===== src/rtl/core/assert_macros.svh =====
// Assertion macros shared by the dispatcher RTL.
// No dependencies; included by files that carry concurrent checks.
`ifndef ASSERT_MACROS_SVH
`define ASSERT_MACROS_SVH
// ante implies cons on the same clock edge
`define DP_ASSERT_IMP(lbl, clk, rst_n, ante, cons) \
    lbl: assert property (@(posedge clk) disable iff (!(rst_n)) (ante) |-> (cons)) \
        else $error("dispatcher check failed");
// cond never holds
`define DP_ASSERT_NEVER(lbl, clk, rst_n, cond) \
    lbl: assert property (@(posedge clk) disable iff (!(rst_n)) !(cond)) \
        else $error("dispatcher check failed");
`endif


===== src/rtl/core/dp_pkg.sv =====
// Shared types, codes and helpers of the job dispatcher.
// No dependencies; used by every dispatcher module.
package dp_pkg;

    localparam int NUM_CORES_DEF   = 8;
    localparam int NUM_TYPES_DEF   = 4;
    localparam int QUEUE_DEPTH_DEF = 16;
    localparam int JOB_ID_BITS_DEF = 16;

    localparam int ID_W = 16;   // job id field width on the ports
    localparam int MAP_W = 16;  // core type map width

    typedef enum logic [1:0] {
        OP_ENQ  = 2'd0,
        OP_DONE = 2'd1,
        OP_DISP = 2'd2,
        OP_NOP  = 2'd3
    } t_op;

    localparam logic [1:0] ST_OK      = 2'd0;
    localparam logic [1:0] ST_NO_TYPE = 2'd1;
    localparam logic [1:0] ST_FULL    = 2'd2;
    localparam logic [1:0] ST_NONE    = 2'd3;

    // classified request, front to back
    typedef struct packed {
        t_op              op;
        logic [ID_W-1:0]  id;
        logic [1:0]       ty;
        logic [2:0]       ci;
        logic             ci_ok;    // core index below core count
        logic             pin_ok;   // goes to the core's own FIFO
        logic             no_type;  // type out of range or no core of that type
    } t_cmd;

    typedef struct packed {
        logic [1:0]       status;
        logic             disp;
        logic [2:0]       core;
        logic [ID_W-1:0]  job;
        logic             pinq;
        logic [7:0]       pend;
        logic [3:0]       idle;
        logic             af;
        logic             last;
    } t_res;

    // cores eight and up have type zero
    function automatic logic [1:0] core_type(input logic [MAP_W-1:0] map,
                                             input logic [3:0] c);
        if (c[3]) return 2'd0;
        return map[{c[2:0], 1'b0} +: 2];
    endfunction

endpackage


===== src/rtl/core/dp_front.sv =====
// Front end: takes input requests and classifies them for the back end.
// Depends on dp_pkg.
module dp_front #(
    parameter int NUM_CORES = dp_pkg::NUM_CORES_DEF,
    parameter int NUM_TYPES = dp_pkg::NUM_TYPES_DEF
) (
    input  logic                      i_valid,
    output logic                      o_ready,
    input  logic [1:0]                i_opcode,
    input  logic [dp_pkg::ID_W-1:0]   i_job_id,
    input  logic [1:0]                i_job_type,
    input  logic                      i_pinned,
    input  logic [2:0]                i_core_index,
    input  logic [dp_pkg::MAP_W-1:0]  i_map,
    output logic                      o_push,
    output dp_pkg::t_cmd              o_cmd,
    input  logic                      i_q_ready
);
    logic present;
    logic ci_ok;

    always_comb begin
        present = 1'b0;
        for (int c = 0; c < NUM_CORES; c++) begin
            if (dp_pkg::core_type(i_map, 4'(c)) == i_job_type) present = 1'b1;
        end
    end

    assign ci_ok = int'(i_core_index) < NUM_CORES;

    always_comb begin
        o_cmd.op      = dp_pkg::t_op'(i_opcode);
        o_cmd.id      = i_job_id;
        o_cmd.ty      = i_job_type;
        o_cmd.ci      = i_core_index;
        o_cmd.ci_ok   = ci_ok;
        o_cmd.pin_ok  = i_pinned && ci_ok;
        o_cmd.no_type = !(int'(i_job_type) < NUM_TYPES) || !present;
    end

    assign o_ready = i_q_ready;
    assign o_push  = i_valid && i_q_ready;
endmodule


===== src/rtl/core/dp_cmdq.sv =====
// Two-entry request queue between the front and back ends.
// Depends on dp_pkg.
module dp_cmdq (
    input  logic          i_clk,
    input  logic          i_rst_n,
    input  logic          i_push,
    input  dp_pkg::t_cmd  i_cmd,
    output logic          o_ready,
    output logic          o_valid,
    output dp_pkg::t_cmd  o_cmd,
    input  logic          i_pop
);
    dp_pkg::t_cmd r_q [2];
    logic         r_wp, r_rp;
    logic [1:0]   r_cnt;

    assign o_ready = r_cnt != 2'd2;
    assign o_valid = r_cnt != 2'd0;
    assign o_cmd   = r_q[r_rp];

    always_ff @(posedge i_clk) begin
        if (i_push) r_q[r_wp] <= i_cmd;
    end

    always_ff @(posedge i_clk) begin
        if (!i_rst_n) begin
            r_wp  <= 1'b0;
            r_rp  <= 1'b0;
            r_cnt <= 2'd0;
        end else begin
            if (i_push) r_wp <= !r_wp;
            if (i_pop)  r_rp <= !r_rp;
            r_cnt <= r_cnt + 2'(i_push) - 2'(i_pop);
        end
    end
endmodule


===== src/rtl/core/dp_back.sv =====
// Back end: job FIFOs, core busy flags, dispatch scan and result register.
// Depends on dp_pkg.
module dp_back #(
    parameter int NUM_CORES   = dp_pkg::NUM_CORES_DEF,
    parameter int NUM_TYPES   = dp_pkg::NUM_TYPES_DEF,
    parameter int QUEUE_DEPTH = dp_pkg::QUEUE_DEPTH_DEF,
    parameter int JOB_ID_BITS = dp_pkg::JOB_ID_BITS_DEF
) (
    input  logic                      i_clk,
    input  logic                      i_rst_n,
    input  logic [dp_pkg::MAP_W-1:0]  i_map,
    input  logic                      i_cmd_valid,
    input  dp_pkg::t_cmd              i_cmd,
    output logic                      o_cmd_pop,
    output dp_pkg::t_res              o_res,
    output logic                      o_res_valid,
    input  logic                      i_res_ready
);
    localparam int CIW  = (NUM_CORES > 1) ? $clog2(NUM_CORES) : 1;
    localparam int TIW  = (NUM_TYPES > 1) ? $clog2(NUM_TYPES) : 1;
    localparam int SW   = $clog2(QUEUE_DEPTH);
    localparam int NW   = $clog2(QUEUE_DEPTH + 1);
    localparam int CAW  = $clog2(NUM_CORES * QUEUE_DEPTH);
    localparam int TAW  = $clog2(NUM_TYPES * QUEUE_DEPTH);
    localparam int PW   = $clog2((NUM_CORES + NUM_TYPES) * QUEUE_DEPTH + 1);
    localparam int IW   = $clog2(NUM_CORES + 1);
    localparam int CEW  = JOB_ID_BITS + 2;
    localparam int SUMW = NW + 1;

    typedef enum logic [3:0] {
        S_IDLE = 4'b0001,
        S_RD   = 4'b0010,
        S_EV   = 4'b0100,
        S_FIN  = 4'b1000
    } t_state;

    // job stores, no reset: only written slots are used
    logic [CEW-1:0]         r_cmem [NUM_CORES*QUEUE_DEPTH];
    logic [JOB_ID_BITS-1:0] r_tmem [NUM_TYPES*QUEUE_DEPTH];
    logic [CEW-1:0]         r_crd;
    logic [JOB_ID_BITS-1:0] r_trd;

    logic [SW-1:0]  r_cq_head [NUM_CORES];
    logic [NW-1:0]  r_cq_cnt  [NUM_CORES];
    logic [SW-1:0]  r_tq_head [NUM_TYPES];
    logic [NW-1:0]  r_tq_cnt  [NUM_TYPES];
    logic [NUM_CORES-1:0] r_busy;
    logic [PW-1:0]  r_pend;
    t_state         r_state;
    logic [CIW-1:0] r_c;

    // assignment held back until we know whether it is the last one
    logic                   r_hv, r_hpinq;
    logic [CIW-1:0]         r_hc;
    logic [JOB_ID_BITS-1:0] r_hj;
    logic [PW-1:0]          r_hpend;
    logic [IW-1:0]          r_hidle;

    dp_pkg::t_res r_out;
    logic         r_out_valid;

    function automatic logic [SW-1:0] wrap_inc(input logic [SW-1:0] h);
        return (h == SW'(QUEUE_DEPTH - 1)) ? '0 : h + SW'(1);
    endfunction

    function automatic logic [SW-1:0] tail(input logic [SW-1:0] h, input logic [NW-1:0] n);
        logic [SUMW-1:0] s;
        s = SUMW'(h) + SUMW'(n);
        if (s >= SUMW'(QUEUE_DEPTH)) s = s - SUMW'(QUEUE_DEPTH);
        return SW'(s);
    endfunction

    function automatic logic [CAW-1:0] cadr(input logic [CIW-1:0] c, input logic [SW-1:0] s);
        return CAW'(CAW'(c) * CAW'(QUEUE_DEPTH)) + CAW'(s);
    endfunction

    function automatic logic [TAW-1:0] tadr(input logic [TIW-1:0] t, input logic [SW-1:0] s);
        return TAW'(TAW'(t) * TAW'(QUEUE_DEPTH)) + TAW'(s);
    endfunction

    function automatic dp_pkg::t_res mk(input logic [1:0] st, input logic disp,
                                        input logic [CIW-1:0] c,
                                        input logic [JOB_ID_BITS-1:0] j,
                                        input logic pq, input logic [PW-1:0] p,
                                        input logic [IW-1:0] idl, input logic lst);
        dp_pkg::t_res r;
        r.status = st;
        r.disp   = disp;
        r.core   = 3'(c);
        r.job    = dp_pkg::ID_W'(j);
        r.pinq   = pq;
        r.pend   = 8'(p);
        r.idle   = 4'(idl);
        r.af     = (idl == IW'(NUM_CORES)) && (p == '0);
        r.last   = lst;
        return r;
    endfunction

    logic [IW-1:0] idle_now;
    always_comb begin
        idle_now = '0;
        for (int c = 0; c < NUM_CORES; c++) idle_now = idle_now + IW'(!r_busy[c]);
    end

    // ---- request side
    logic [CIW-1:0]         eci;
    logic [TIW-1:0]         ety;
    logic [JOB_ID_BITS-1:0] eid;
    logic                   e_cw, e_tw, out_free, exec_now;
    logic [1:0]             e_st;
    logic [SW-1:0]          e_cslot, e_tslot;

    assign eci = CIW'(i_cmd.ci);
    assign ety = TIW'(i_cmd.ty);
    assign eid = JOB_ID_BITS'(i_cmd.id);
    assign e_cslot = tail(r_cq_head[eci], r_cq_cnt[eci]);
    assign e_tslot = tail(r_tq_head[ety], r_tq_cnt[ety]);
    assign e_cw = i_cmd.pin_ok && (r_cq_cnt[eci] != NW'(QUEUE_DEPTH));
    assign e_tw = !i_cmd.pin_ok && !i_cmd.no_type && (r_tq_cnt[ety] != NW'(QUEUE_DEPTH));

    always_comb begin
        if (i_cmd.pin_ok)       e_st = e_cw ? dp_pkg::ST_OK : dp_pkg::ST_FULL;
        else if (i_cmd.no_type) e_st = dp_pkg::ST_NO_TYPE;
        else                    e_st = e_tw ? dp_pkg::ST_OK : dp_pkg::ST_FULL;
    end

    assign out_free  = !r_out_valid || i_res_ready;
    assign exec_now  = (r_state == S_IDLE) && i_cmd_valid &&
                       (i_cmd.op != dp_pkg::OP_DISP) && out_free;
    assign o_cmd_pop = (r_state == S_IDLE) && i_cmd_valid &&
                       ((i_cmd.op == dp_pkg::OP_DISP) || out_free);

    // ---- scan side
    logic [1:0]             ctype;
    logic                   ct_ok, busy_c, take_pin, take_typ, take, ev_go, fin_go, scan_end;
    logic [TIW-1:0]         tsel;
    logic [JOB_ID_BITS-1:0] sjob;

    assign ctype    = dp_pkg::core_type(i_map, 4'(r_c));
    assign ct_ok    = int'(ctype) < NUM_TYPES;
    assign tsel     = ct_ok ? TIW'(ctype) : '0;
    assign busy_c   = r_busy[r_c];
    assign take_pin = !busy_c && (r_cq_cnt[r_c] != '0) && (r_crd[CEW-1 -: 2] == ctype);
    assign take_typ = !busy_c && !take_pin && ct_ok && (r_tq_cnt[tsel] != '0);
    assign take     = take_pin || take_typ;
    assign sjob     = take_pin ? r_crd[JOB_ID_BITS-1:0] : r_trd;
    assign ev_go    = (r_state == S_EV) && (!(take && r_hv) || out_free);
    assign fin_go   = (r_state == S_FIN) && out_free;
    assign scan_end = r_c == CIW'(NUM_CORES - 1);

    // ---- memories
    always_ff @(posedge i_clk) begin
        if (exec_now && (i_cmd.op == dp_pkg::OP_ENQ) && e_cw)
            r_cmem[cadr(eci, e_cslot)] <= {i_cmd.ty, eid};
        if (r_state == S_RD) r_crd <= r_cmem[cadr(r_c, r_cq_head[r_c])];
    end

    always_ff @(posedge i_clk) begin
        if (exec_now && (i_cmd.op == dp_pkg::OP_ENQ) && e_tw)
            r_tmem[tadr(ety, e_tslot)] <= eid;
        if (r_state == S_RD) r_trd <= r_tmem[tadr(tsel, r_tq_head[tsel])];
    end

    // ---- result selection
    dp_pkg::t_res n_res;
    logic         load;

    always_comb begin
        n_res = mk(dp_pkg::ST_NONE, 1'b0, '0, '0, 1'b0, r_pend, idle_now, 1'b1);
        load  = 1'b0;
        if (exec_now) begin
            load = 1'b1;
            case (i_cmd.op)
                dp_pkg::OP_ENQ:
                    n_res = mk(e_st, 1'b0, '0, '0, 1'b0, r_pend + PW'(e_cw || e_tw),
                               idle_now, 1'b1);
                dp_pkg::OP_DONE:
                    n_res = mk(dp_pkg::ST_OK, 1'b0, '0, '0, 1'b0, r_pend,
                               idle_now + IW'(i_cmd.ci_ok && r_busy[eci]), 1'b1);
                default:
                    n_res = mk(dp_pkg::ST_OK, 1'b0, '0, '0, 1'b0, r_pend, idle_now, 1'b1);
            endcase
        end else if (ev_go && take && r_hv) begin
            load  = 1'b1;
            n_res = mk(dp_pkg::ST_OK, 1'b1, r_hc, r_hj, r_hpinq, r_hpend, r_hidle, 1'b0);
        end else if (fin_go) begin
            load = 1'b1;
            if (r_hv)
                n_res = mk(dp_pkg::ST_OK, 1'b1, r_hc, r_hj, r_hpinq, r_hpend, r_hidle, 1'b1);
        end
    end

    // ---- control state
    always_ff @(posedge i_clk) begin
        if (!i_rst_n) begin
            for (int c = 0; c < NUM_CORES; c++) begin
                r_cq_head[c] <= '0;
                r_cq_cnt[c]  <= '0;
            end
            for (int t = 0; t < NUM_TYPES; t++) begin
                r_tq_head[t] <= '0;
                r_tq_cnt[t]  <= '0;
            end
            r_busy      <= '0;
            r_pend      <= '0;
            r_state     <= S_IDLE;
            r_c         <= '0;
            r_hv        <= 1'b0;
            r_out_valid <= 1'b0;
        end else begin
            if (load) r_out_valid <= 1'b1;
            else if (i_res_ready) r_out_valid <= 1'b0;

            case (r_state)
                S_IDLE: begin
                    if (o_cmd_pop && (i_cmd.op == dp_pkg::OP_DISP)) begin
                        r_c     <= '0;
                        r_hv    <= 1'b0;
                        r_state <= S_RD;
                    end else if (exec_now) begin
                        if (i_cmd.op == dp_pkg::OP_ENQ) begin
                            if (e_cw) r_cq_cnt[eci] <= r_cq_cnt[eci] + NW'(1);
                            if (e_tw) r_tq_cnt[ety] <= r_tq_cnt[ety] + NW'(1);
                            if (e_cw || e_tw) r_pend <= r_pend + PW'(1);
                        end else if (i_cmd.op == dp_pkg::OP_DONE && i_cmd.ci_ok) begin
                            r_busy[eci] <= 1'b0;
                        end
                    end
                end
                S_RD: r_state <= S_EV;
                S_EV: begin
                    if (ev_go) begin
                        if (take) begin
                            if (take_pin) begin
                                r_cq_head[r_c] <= wrap_inc(r_cq_head[r_c]);
                                r_cq_cnt[r_c]  <= r_cq_cnt[r_c] - NW'(1);
                            end else begin
                                r_tq_head[tsel] <= wrap_inc(r_tq_head[tsel]);
                                r_tq_cnt[tsel]  <= r_tq_cnt[tsel] - NW'(1);
                            end
                            r_busy[r_c] <= 1'b1;
                            r_pend      <= r_pend - PW'(1);
                            r_hv        <= 1'b1;
                            r_hc        <= r_c;
                            r_hj        <= sjob;
                            r_hpinq     <= take_pin;
                            r_hpend     <= r_pend - PW'(1);
                            r_hidle     <= idle_now - IW'(1);
                        end
                        if (scan_end) begin
                            r_state <= S_FIN;
                        end else begin
                            r_c     <= r_c + CIW'(1);
                            r_state <= S_RD;
                        end
                    end
                end
                S_FIN: if (fin_go) r_state <= S_IDLE;
                default: r_state <= S_IDLE;
            endcase
        end
    end

    always_ff @(posedge i_clk) begin
        if (load) r_out <= n_res;
    end

    assign o_res       = r_out;
    assign o_res_valid = r_out_valid;
endmodule


===== src/rtl/core/pinned_and_shared_job_dispatcher.sv =====
// Top level of the pinned and shared job dispatcher.
// Depends on dp_pkg, dp_front, dp_cmdq, dp_back and assert_macros.svh.
//
// Usage:
//  - s_axis carries one request: tuser is the opcode (enqueue, done,
//    dispatch, no-op); tdata holds job id, job type, pinned flag, core index.
//  - m_axis returns results; tlast marks the final result of a request.
//    Enqueue, done and no-op give one result; a dispatch pass gives one
//    result per assigned core, or one "nothing dispatched" result.
//  - cfg channel writes the core type map (two bits per core, core 0 low);
//    ready is always high. Write it only while the block is idle.
// Request flow:
//  - A two-entry request queue parts front and back, so s_axis keeps
//    taking requests while a result waits on m_axis.
//  - Enqueue, done and no-op: the request passes the request queue, then its result is registered.
//  - Dispatch: the scan visits the cores from core 0 up, each with a job store
//    read, then a decide step that may wait on m_axis; one store port per FIFO set.
// Reset (i_rst_n, synchronous, low): FIFOs empty, all cores idle, map zero.
// A stalled m_axis holds its result and the back end waits before it loads
// another result; the front keeps filling the request queue until it is full.
`include "assert_macros.svh"
module pinned_and_shared_job_dispatcher #(
    parameter int NUM_CORES   = dp_pkg::NUM_CORES_DEF,
    parameter int NUM_TYPES   = dp_pkg::NUM_TYPES_DEF,
    parameter int QUEUE_DEPTH = dp_pkg::QUEUE_DEPTH_DEF,
    parameter int JOB_ID_BITS = dp_pkg::JOB_ID_BITS_DEF
) (
    input  logic        i_clk,
    input  logic        i_rst_n,
    input  logic        i_s_axis_tvalid,
    output logic        o_s_axis_tready,
    input  logic [23:0] i_s_axis_tdata,   // job_id[15:0], job_type[17:16], pinned[18],
                                          // core_index[21:19], zero pad
    input  logic [1:0]  i_s_axis_tuser,   // opcode
    output logic        o_m_axis_tvalid,
    input  logic        i_m_axis_tready,
    output logic [39:0] o_m_axis_tdata,   // dispatched[0], out_core[3:1], out_job[19:4],
                                          // from_pinned_queue[20], pending_jobs[28:21],
                                          // idle_cores[32:29], all_finished[33], zero pad
    output logic [1:0]  o_m_axis_tuser,   // status
    output logic        o_m_axis_tlast,
    input  logic        i_cfg_valid,
    output logic        o_cfg_ready,
    input  logic [15:0] i_cfg_data        // core_type_map
);
    logic [dp_pkg::MAP_W-1:0] r_map;
    dp_pkg::t_cmd front_cmd, q_cmd;
    dp_pkg::t_res res;
    logic         push, q_ready, q_valid, pop;

    // config register
    assign o_cfg_ready = 1'b1;
    always_ff @(posedge i_clk) begin
        if (!i_rst_n) begin
            r_map <= '0;
        end else if (i_cfg_valid) begin
            r_map <= i_cfg_data;
        end
    end

    dp_front #(.NUM_CORES(NUM_CORES), .NUM_TYPES(NUM_TYPES)) u_front (
        .i_valid      (i_s_axis_tvalid),
        .o_ready      (o_s_axis_tready),
        .i_opcode     (i_s_axis_tuser),
        .i_job_id     (i_s_axis_tdata[15:0]),
        .i_job_type   (i_s_axis_tdata[17:16]),
        .i_pinned     (i_s_axis_tdata[18]),
        .i_core_index (i_s_axis_tdata[21:19]),
        .i_map        (r_map),
        .o_push       (push),
        .o_cmd        (front_cmd),
        .i_q_ready    (q_ready)
    );

    dp_cmdq u_cmdq (
        .i_clk   (i_clk),
        .i_rst_n (i_rst_n),
        .i_push  (push),
        .i_cmd   (front_cmd),
        .o_ready (q_ready),
        .o_valid (q_valid),
        .o_cmd   (q_cmd),
        .i_pop   (pop)
    );

    dp_back #(
        .NUM_CORES   (NUM_CORES),
        .NUM_TYPES   (NUM_TYPES),
        .QUEUE_DEPTH (QUEUE_DEPTH),
        .JOB_ID_BITS (JOB_ID_BITS)
    ) u_back (
        .i_clk       (i_clk),
        .i_rst_n     (i_rst_n),
        .i_map       (r_map),
        .i_cmd_valid (q_valid),
        .i_cmd       (q_cmd),
        .o_cmd_pop   (pop),
        .o_res       (res),
        .o_res_valid (o_m_axis_tvalid),
        .i_res_ready (i_m_axis_tready)
    );

    assign o_m_axis_tdata = {6'd0, res.af, res.idle, res.pend, res.pinq, res.job,
                             res.core, res.disp};
    assign o_m_axis_tuser = res.status;
    assign o_m_axis_tlast = res.last;

    // an assignment always reports ok
    `DP_ASSERT_IMP(a_disp_ok, i_clk, i_rst_n,
        o_m_axis_tvalid && o_m_axis_tdata[0], o_m_axis_tuser == dp_pkg::ST_OK)
    // "nothing dispatched" is the only result of its pass
    `DP_ASSERT_IMP(a_none_last, i_clk, i_rst_n,
        o_m_axis_tvalid && (o_m_axis_tuser == dp_pkg::ST_NONE), o_m_axis_tlast)
    // all finished means no pending jobs and no assignment in this result
    `DP_ASSERT_IMP(a_af_pend, i_clk, i_rst_n,
        o_m_axis_tvalid && o_m_axis_tdata[33],
        (o_m_axis_tdata[28:21] == 8'd0) && !o_m_axis_tdata[0])
    // a non-dispatch result carries no job
    `DP_ASSERT_NEVER(a_idle_job, i_clk, i_rst_n,
        o_m_axis_tvalid && !o_m_axis_tdata[0] && (o_m_axis_tdata[20:1] != 20'd0))
endmodule

===== config.mk =====
export PLATFORM = sky130hd
export DESIGN_NAME = pinned_and_shared_job_dispatcher
export DESIGN_NICKNAME = d
export VERILOG_FILES = /design/src/rtl/core/dp_pkg.sv /design/src/rtl/core/dp_front.sv /design/src/rtl/core/dp_cmdq.sv /design/src/rtl/core/dp_back.sv /design/src/rtl/core/pinned_and_shared_job_dispatcher.sv
export VERILOG_INCLUDE_DIRS = /design/src /design/src/rtl/core
export SDC_FILE = /design/constraint.sdc
export NUM_CORES = 2
export LEC_CHECK = 0
export ABC_CLOCK_PERIOD_IN_PS = 8800
export BUFFER_PORTS_ARGS = -buffer_cell sky130_fd_sc_hd__buf_4
export CAP_MARGIN = 20
export CORE_ASPECT_RATIO = 1.75
export CORE_MARGIN = 3
export CORE_UTILIZATION = 66
export CTS_BUF_LIST = sky130_fd_sc_hd__clkbuf_8
export DETAILED_ROUTE_END_ITERATION = 16
export PLACE_DENSITY = 0.82
export SLEW_MARGIN = 25
export SYNTH_ARGS = -nofsm -noshare
export SYNTH_HDL_FRONTEND = slang
export SYNTH_HIERARCHICAL = 1
export SYNTH_SLANG_ARGS = --single-unit

===== constraint.sdc =====
create_clock -name i_clk -period 8.8 [get_ports i_clk]
set_input_delay 2.64 -clock i_clk [delete_from_list [all_inputs] [get_ports i_clk]]
set_output_delay 2.64 -clock i_clk [all_outputs]
set_load 0.05 [all_outputs]

# Word-level counts from Yosys, hierarchy flattened
# Memories as Yosys holds them, arrays and structs flattened. A register that Yosys moved wholly into a read port is not among the register bits.
# Index checks and enable logic that the tools add are counted.
# Widths: inputs -> output; s select.
word_totals:
  ff_bits: 114
  ramBits: 3486
  input_bits: 47
  word_cells: 297
  memories: 7
mem_list:
  columns: ["memory", "words", "word_bits", "read_ports", "rd_ports_with_merged_regs", "write_ports", "line", "rtl"]
  rows:
  - ["u_back.r_cmem", 128, 18, 1, 1, 1, "dp_back.sv:38", "logic [CEW-1:0] r_cmem [NUM_CORES*QUEUE_DEPTH];"]
  - ["u_back.r_tmem", 64, 16, 1, 1, 1, "dp_back.sv:39", "logic [JOB_ID_BITS-1:0] r_tmem [NUM_TYPES*QUEUE_DEPTH];"]
  - ["u_cmdq.r_q", 2, 25, 1, 1, 1, "dp_cmdq.sv:13", "dp_pkg::t_cmd r_q [2];"]
  - ["u_back.r_cq_cnt", 8, 5, 2, 1, 8, "dp_back.sv:44", "logic [NW-1:0] r_cq_cnt [NUM_CORES];"]
  - ["u_back.r_cq_head", 8, 4, 2, 1, 8, "dp_back.sv:43", "logic [SW-1:0] r_cq_head [NUM_CORES];"]
  - ["u_back.r_tq_cnt", 4, 5, 2, 0, 4, "dp_back.sv:46", "logic [NW-1:0] r_tq_cnt [NUM_TYPES];"]
  - ["+1 memories", null, null, null, null, null, null, null]
op_classes:
  n_addsub: 29
  magnitude_cmp: 6
  eq_ne: 36
  shift: 1
  muxes: 119
  bitwise: 3
  reduce_logical: 72
op_table:
  columns: ["op", "count"]
  rows:
  - ["$mux 37", 4]
  - ["$mux 8", 12]
  - ["$pmux 37 s2", 1]
  - ["$mux 1", 61]
  - ["$mux 4", 10]
  - ["$pmux 8 s2", 2]
  - ["$mux 3", 10]
  - ["$add 4x1->4", 7]
  - ["$logic_and 1x1->1", 27]
  - ["$eq 4x4->1 const B", 6]
  - ["$logic_not 8->1", 3]
  - ["$mux 5", 4]
  - ["$reduce_or 5->1", 4]
  - ["$eq 2x2->1", 9]
  - ["$ne 2x2->1 const B", 9]
  - ["$logic_not 1->1", 17]
  - ["$mux 16", 1]
  - ["$pmux 4 s4", 1]
  - ["$shiftx 16x5->2", 1]
  - ["$add 7x4->7", 2]
  - ["$mux 2", 7]
  - ["$reduce_and 7->1", 2]
  - ["$add 4x5->6", 2]
  - ["$add 6x4->6", 2]
  - ["38 further kinds", 62]

# Logic depth before layout (Yosys ltp)
logic_depth:
  ltp_word: 19
  depth_mapped: 21

# Cells and area by module
# The synthesis kept the hierarchy.
modules_own_cells:
  columns: ["module", "n_inst", "cells_each", "area_each_um2"]
  rows:
  - ["dp_back", 1, 10350, 144297.1]
  - ["dp_cmdq", 1, 102, 2205.9]
  - ["pinned_and_shared_job_dispatcher", 1, 60, 675.6]
  - ["dp_front", 1, 51, 405.4]

# Worst setup path after synthesis
# OpenSTA, ideal clock, no wires.
synth_timing:
  kind: "input to register"
  from: "input i_m_axis_tready"
  to: "register u_back.r_out (netlist bit u_back/o_res[0]), enable pin"
  setup_ns: 0.483
  t_arrival_ns: 5.357
  t_required_ns: 8.317
  slack_ns: 2.960
  stages: 2
  cell_sequence: "nor2b_1 -> o21ai_0"
synth_via:
  elab_chain_cells: 7
  word_cells_on_any_way: 10
  cone_classes: "mux: 3; reduce/logical: 7"
synth_lines:
  columns: ["item", "line", "rtl"]
  rows:
  - ["from (decl)", "pinned_and_shared_job_dispatcher.sv:36", "input logic i_m_axis_tready,"]
  - ["$logic_or 1x1->1 (*)", "dp_back.sv:127", "assign out_free = !r_out_valid || i_res_ready;"]
  - ["$logic_or 1x1->1", "dp_back.sv:147", "assign ev_go = (r_state == S_EV) && (!(take && r_hv) || out_free);"]
  - ["$logic_and 1x1->1", "dp_back.sv:147", null]
  - ["$logic_and 1x1->1 (2 in a row)", "dp_back.sv:183", "end else if (ev_go && take && r_hv) begin"]
  - ["$mux 1", "dp_back.sv:183", null]
  - ["$mux 1 (*)", "dp_back.sv:171", "if (exec_now) begin"]
  - ["via u_back.load", "dp_back.sv:166", "logic load;"]
  - ["to (signal assigned)", "dp_back.sv:265", "if (load) r_out <= n_res;"]
  - ["to (decl)", "dp_back.sv:59", "dp_pkg::t_res r_out;"]
# Mark *: on every way through the listed nets, which the timed path passes. The rest lies on a longest branch.
# A chain may end at the register's enable or synchronous reset.

==> results.json <==
{
  "p_total_mw": 37.51,
  "synthToLayoutAreaGrowth_pct": 8.931,
  "stdcell_area_um2": 160800,
  "synth.largest_area_cell": "edfxtp_1",
  "numCtsBuffers": 467,
  "postRouteAntennaNets": 0,
  "antenna_found_initial": 15,
  "num_rows": 229,
  "start_kind": "flop",
  "cts_resized": 0,
  "grt_pass1_wl_mm": 577.6,
  "core_um2": 222300,
  "cts_tree": "built",
  "die_x_um": 363.5,
  "crit_required_ns": 9.48,
  "internal-power_mw": 27.39,
  "final_max_slew_viol_count": 0,
  "tightest_slew_ns": 1.243,
  "clk_latency_ns": 1.07,
  "maxCapViolCount": 0,
  "drt_iter0_drc": 13090,
  "swShare": 0.2698,
  "drcViolationCount": 0,
  "yosysMostFrequentCell": "edfxtp_1",
  "routed_wl_mm": 395.9,
  "p_leak_nw": 55.72,
  "grt_pass1_vias": 92760,
  "powerDensity_nw_per_um2": 233.3,
  "grt_max_degree": 193,
  "slew_headroom": 0.1661,
  "yosysUniqueCellTypes": 84,
  "port_buffers": 83,
  "final_min_period_over_clock_period": 0.7391,
  "ys_seq_area_frac": 0.7373,
  "p_clk_frac": 0.313,
  "nNetsFinal": 10810,
  "critPathKind": "reg2reg",
  "hold_viol": 0,
  "p_comb_frac": 0.135,
  "synth_common_cells": "edfxtp_1 (3591), nand2_1 (2661), and3_1 (589), clkbuf_1 (529), mux2i_1 (527)",
  "peakVddDrop_v": 0.0002934,
  "fillCellCount": 13060,
  "vias": 93690,
  "crit_fanout": 26,
  "use_met3": 0.06409,
  "place.gp.congestion": 0.9846,
  "groute.layer.met2.usage": 0.5543,
  "timing.hold.ws_ns": 0.4955,
  "min_path_cells": 1,
  "cts_setup_buffers": 0,
  "routed_via_density": 6.689,
  "routedWlPerCell_um": 28.26,
  "first_pass_iters": 9,
  "cts.sinks": 3640,
  "grt_setup_unrepaired": "no",
  "htree_levels": 5,
  "layout-drive-gt1-share": 0.1069,
  "fin_setup_tns_ns": 0,
  "start_util": 0.6638,
  "setup_viol": 0,
  "die_height_um": 631.6,
  "period_needed_ns": 6.504,
  "pwr-share-seq": 0.551,
  "outcome": "finished, final reports clean",
  "critPathCaptureType": "flop",
  "grt_use_met1": 0.3862,
  "grt_usage": 0.3410,
  "cts_hold_buffers": 0,
  "clockBufferDepth": 4,
  "boundaryPins": 93,
  "netlist_area_um2": 147600,
  "avgSynthCellArea_um2": 13.97,
  "async_reset_ff_frac": 0,
  "worst_clock_skew_ns": 0.08726,
  "dpl_cell_area_um2": 151900,
  "grt.overflow.total": 0,
  "clkTransAtPathRegs_ns": 0.07,
  "max_freq_mhz": 153.8,
  "dpl.hpwl_mm": 238.6,
  "cp.arrival_ns": 7.18,
  "busiest_layer": "met2",
  "synthTopCellsByArea": "edfxtp_1 (73%), nand2_1 (6.8%), mux2i_1 (3.6%)",
  "rr_worst_depth": 14,
  "synth_top_area_share": 0.7307,
  "die-area_um2": 229500,
  "switching_power_mw": 10.12,
  "hold_class": "reg2reg",
  "cts_root_buf": "clkbuf_8",
  "synth_edf_count": 3591,
  "ys_ff_latch": 3640,
  "synthCells": 10560,
  "seq_area_um2": 108800,
  "ys.flop_type": "edfxtp_1",
  "yosysWarnings": 6,
  "multi_input_area_um2": 35760
}
-- cell families after synthesis --
kind of cell               after synthesis  synth area share
AOI/OAI and AO/OA                     1523           0.07179
xor gates and xnor gates                59          0.003595
adders and majority gates               34          0.003188
buffers and inverters                  794           0.02352
DFF                                   3640            0.7373
muxes                                  622           0.04724
other                                    3        0.00007630
and+or+nand+nor                       3888            0.1133
-- flip-flops by register name, summed over array words and instances, names as in the netlist, 2 cells and up, named ones only --
| register | flops |
|---|---|
| u_back/r_tmem | 1024 |
| u_back/r_cmem | 2304 |
| u_cmdq/r_cnt | 2 |
| r_map | 16 |
| u_back/r_c | 3 |
| u_back/r_trd | 16 |
| u_back/r_hj | 16 |
| u_back/r_hpend | 8 |
| u_back/o_res | 37 |
| u_back/r_busy | 8 |
| u_back/r_crd | 18 |
| u_back/r_state | 4 |
| u_back/r_hidle | 4 |
| u_back/r_hc | 3 |
| u_cmdq/r_q | 52 |
| u_back/r_cq_head | 32 |
| u_back/r_pend | 8 |
| u_back/r_tq_head | 16 |
| u_back/r_cq_cnt | 40 |
| u_back/r_tq_cnt | 20 |
-- worst max-delay path, stage by stage (launching register included) --
cell and delay [ns]:
dfxtp_2 0.31, buf_4 0.48, mux2_2 0.59, nor2b_1 0.40, and2_2 0.65, a22oi_1 0.19, o221a_2 0.23, ha_1 0.21
nand2_1 0.06, o31ai_1 0.11, or3_1 0.49, nor2_1 0.40, nand3_2 0.90, nor2_1 0.74, buf_4 0.36
-- layout by cell type (no fill, tap or decap), types with 13 or more instances in the layout --
cell        instances
a31oi_1           393
or4_1              16
o21ai_0            25
buf_12             21
clkinv_2           72
and2_1             31
a311oi_1          303
nor2b_1            28
dfxtp_1            48
clkinv_1          122
bufinv_16          24
a22oi_1            24
mux2_8             18
mux4_2             49
nor3_1             77
a21oi_1           327
mux2_2             26
clkinvlp_4         13
clkbuf_8          481
nor2_1            348
nand2_1          2657
inv_1             174
o22ai_1            22
edfxtp_1         3591
nand3_1            34
buf_4             416
nand4_1            33
mux2i_1           521
xor2_1             37
xnor2_1            21
o221ai_1          115
diode_2            14
ha_1               28
a211oi_1          219
and3_1            589
-- final timing paths --
| check | start | endpoint | slack [ns] |
|---|---|---|---|
| worst min register to register | u_back/r_hc[1] | u_back/o_res[32] | 0.50 |
| worst max register to register | flop | u_back/r_cmem[36][15] | 2.30 |
| worst max-delay path | flop | u_back/r_cmem[36][15] | 2.30 |
| worst min-delay path | u_back/r_hc[1] | u_back/o_res[32] | 0.50 |
-- power by group through the flow --
stage	Clock [mW]	Sequential, mW	Combinational [mW]
3_3_place_gp	0	21.0	4.74
6_report	11.8	20.7	5.08
4_1_cts	11.8	20.7	4.96
5_1_grt	12.6	20.7	5.27
3_5_place_dp	0	21.0	4.95
2_1_floorplan	0	21.3	2.49
-- layer usage --
layer  share of wire  vias up  wire [µm]
met5         0.00019        -         77
met4            0.10       10      41140
met3           0.095     1512      37780
met2            0.49     6303     192600
met1            0.31    45800     124300
li1                -    40060          -
-- area by class of cell --
class | instances | share of cell area
Tap cell | 2887 | 0.02247
Antenna cell | 14 | 0.0002179
Timing Repair Buffer | 438 | 0.02211
Clock buffer | 481 | 0.04118
Inverter | 51 | 0.001331
Sequential cell | 3640 | 0.6769
Clock inverter | 362 | 0.01341
Multi-Input combinational cell | 6134 | 0.2224
-- metrics by stage --
step	std cells	worst slack, ns	util
after detailed placement	13150	2.199	0.6832
after global placement	13150	2.373	0.6830
after CTS	13990	2.210	0.7226
final	14010	2.296	0.7231
after floorplan	10570	2.960	-
after global routing	14000	2.174	0.7229
Note: power is estimated with default switching activity, not from simulation.
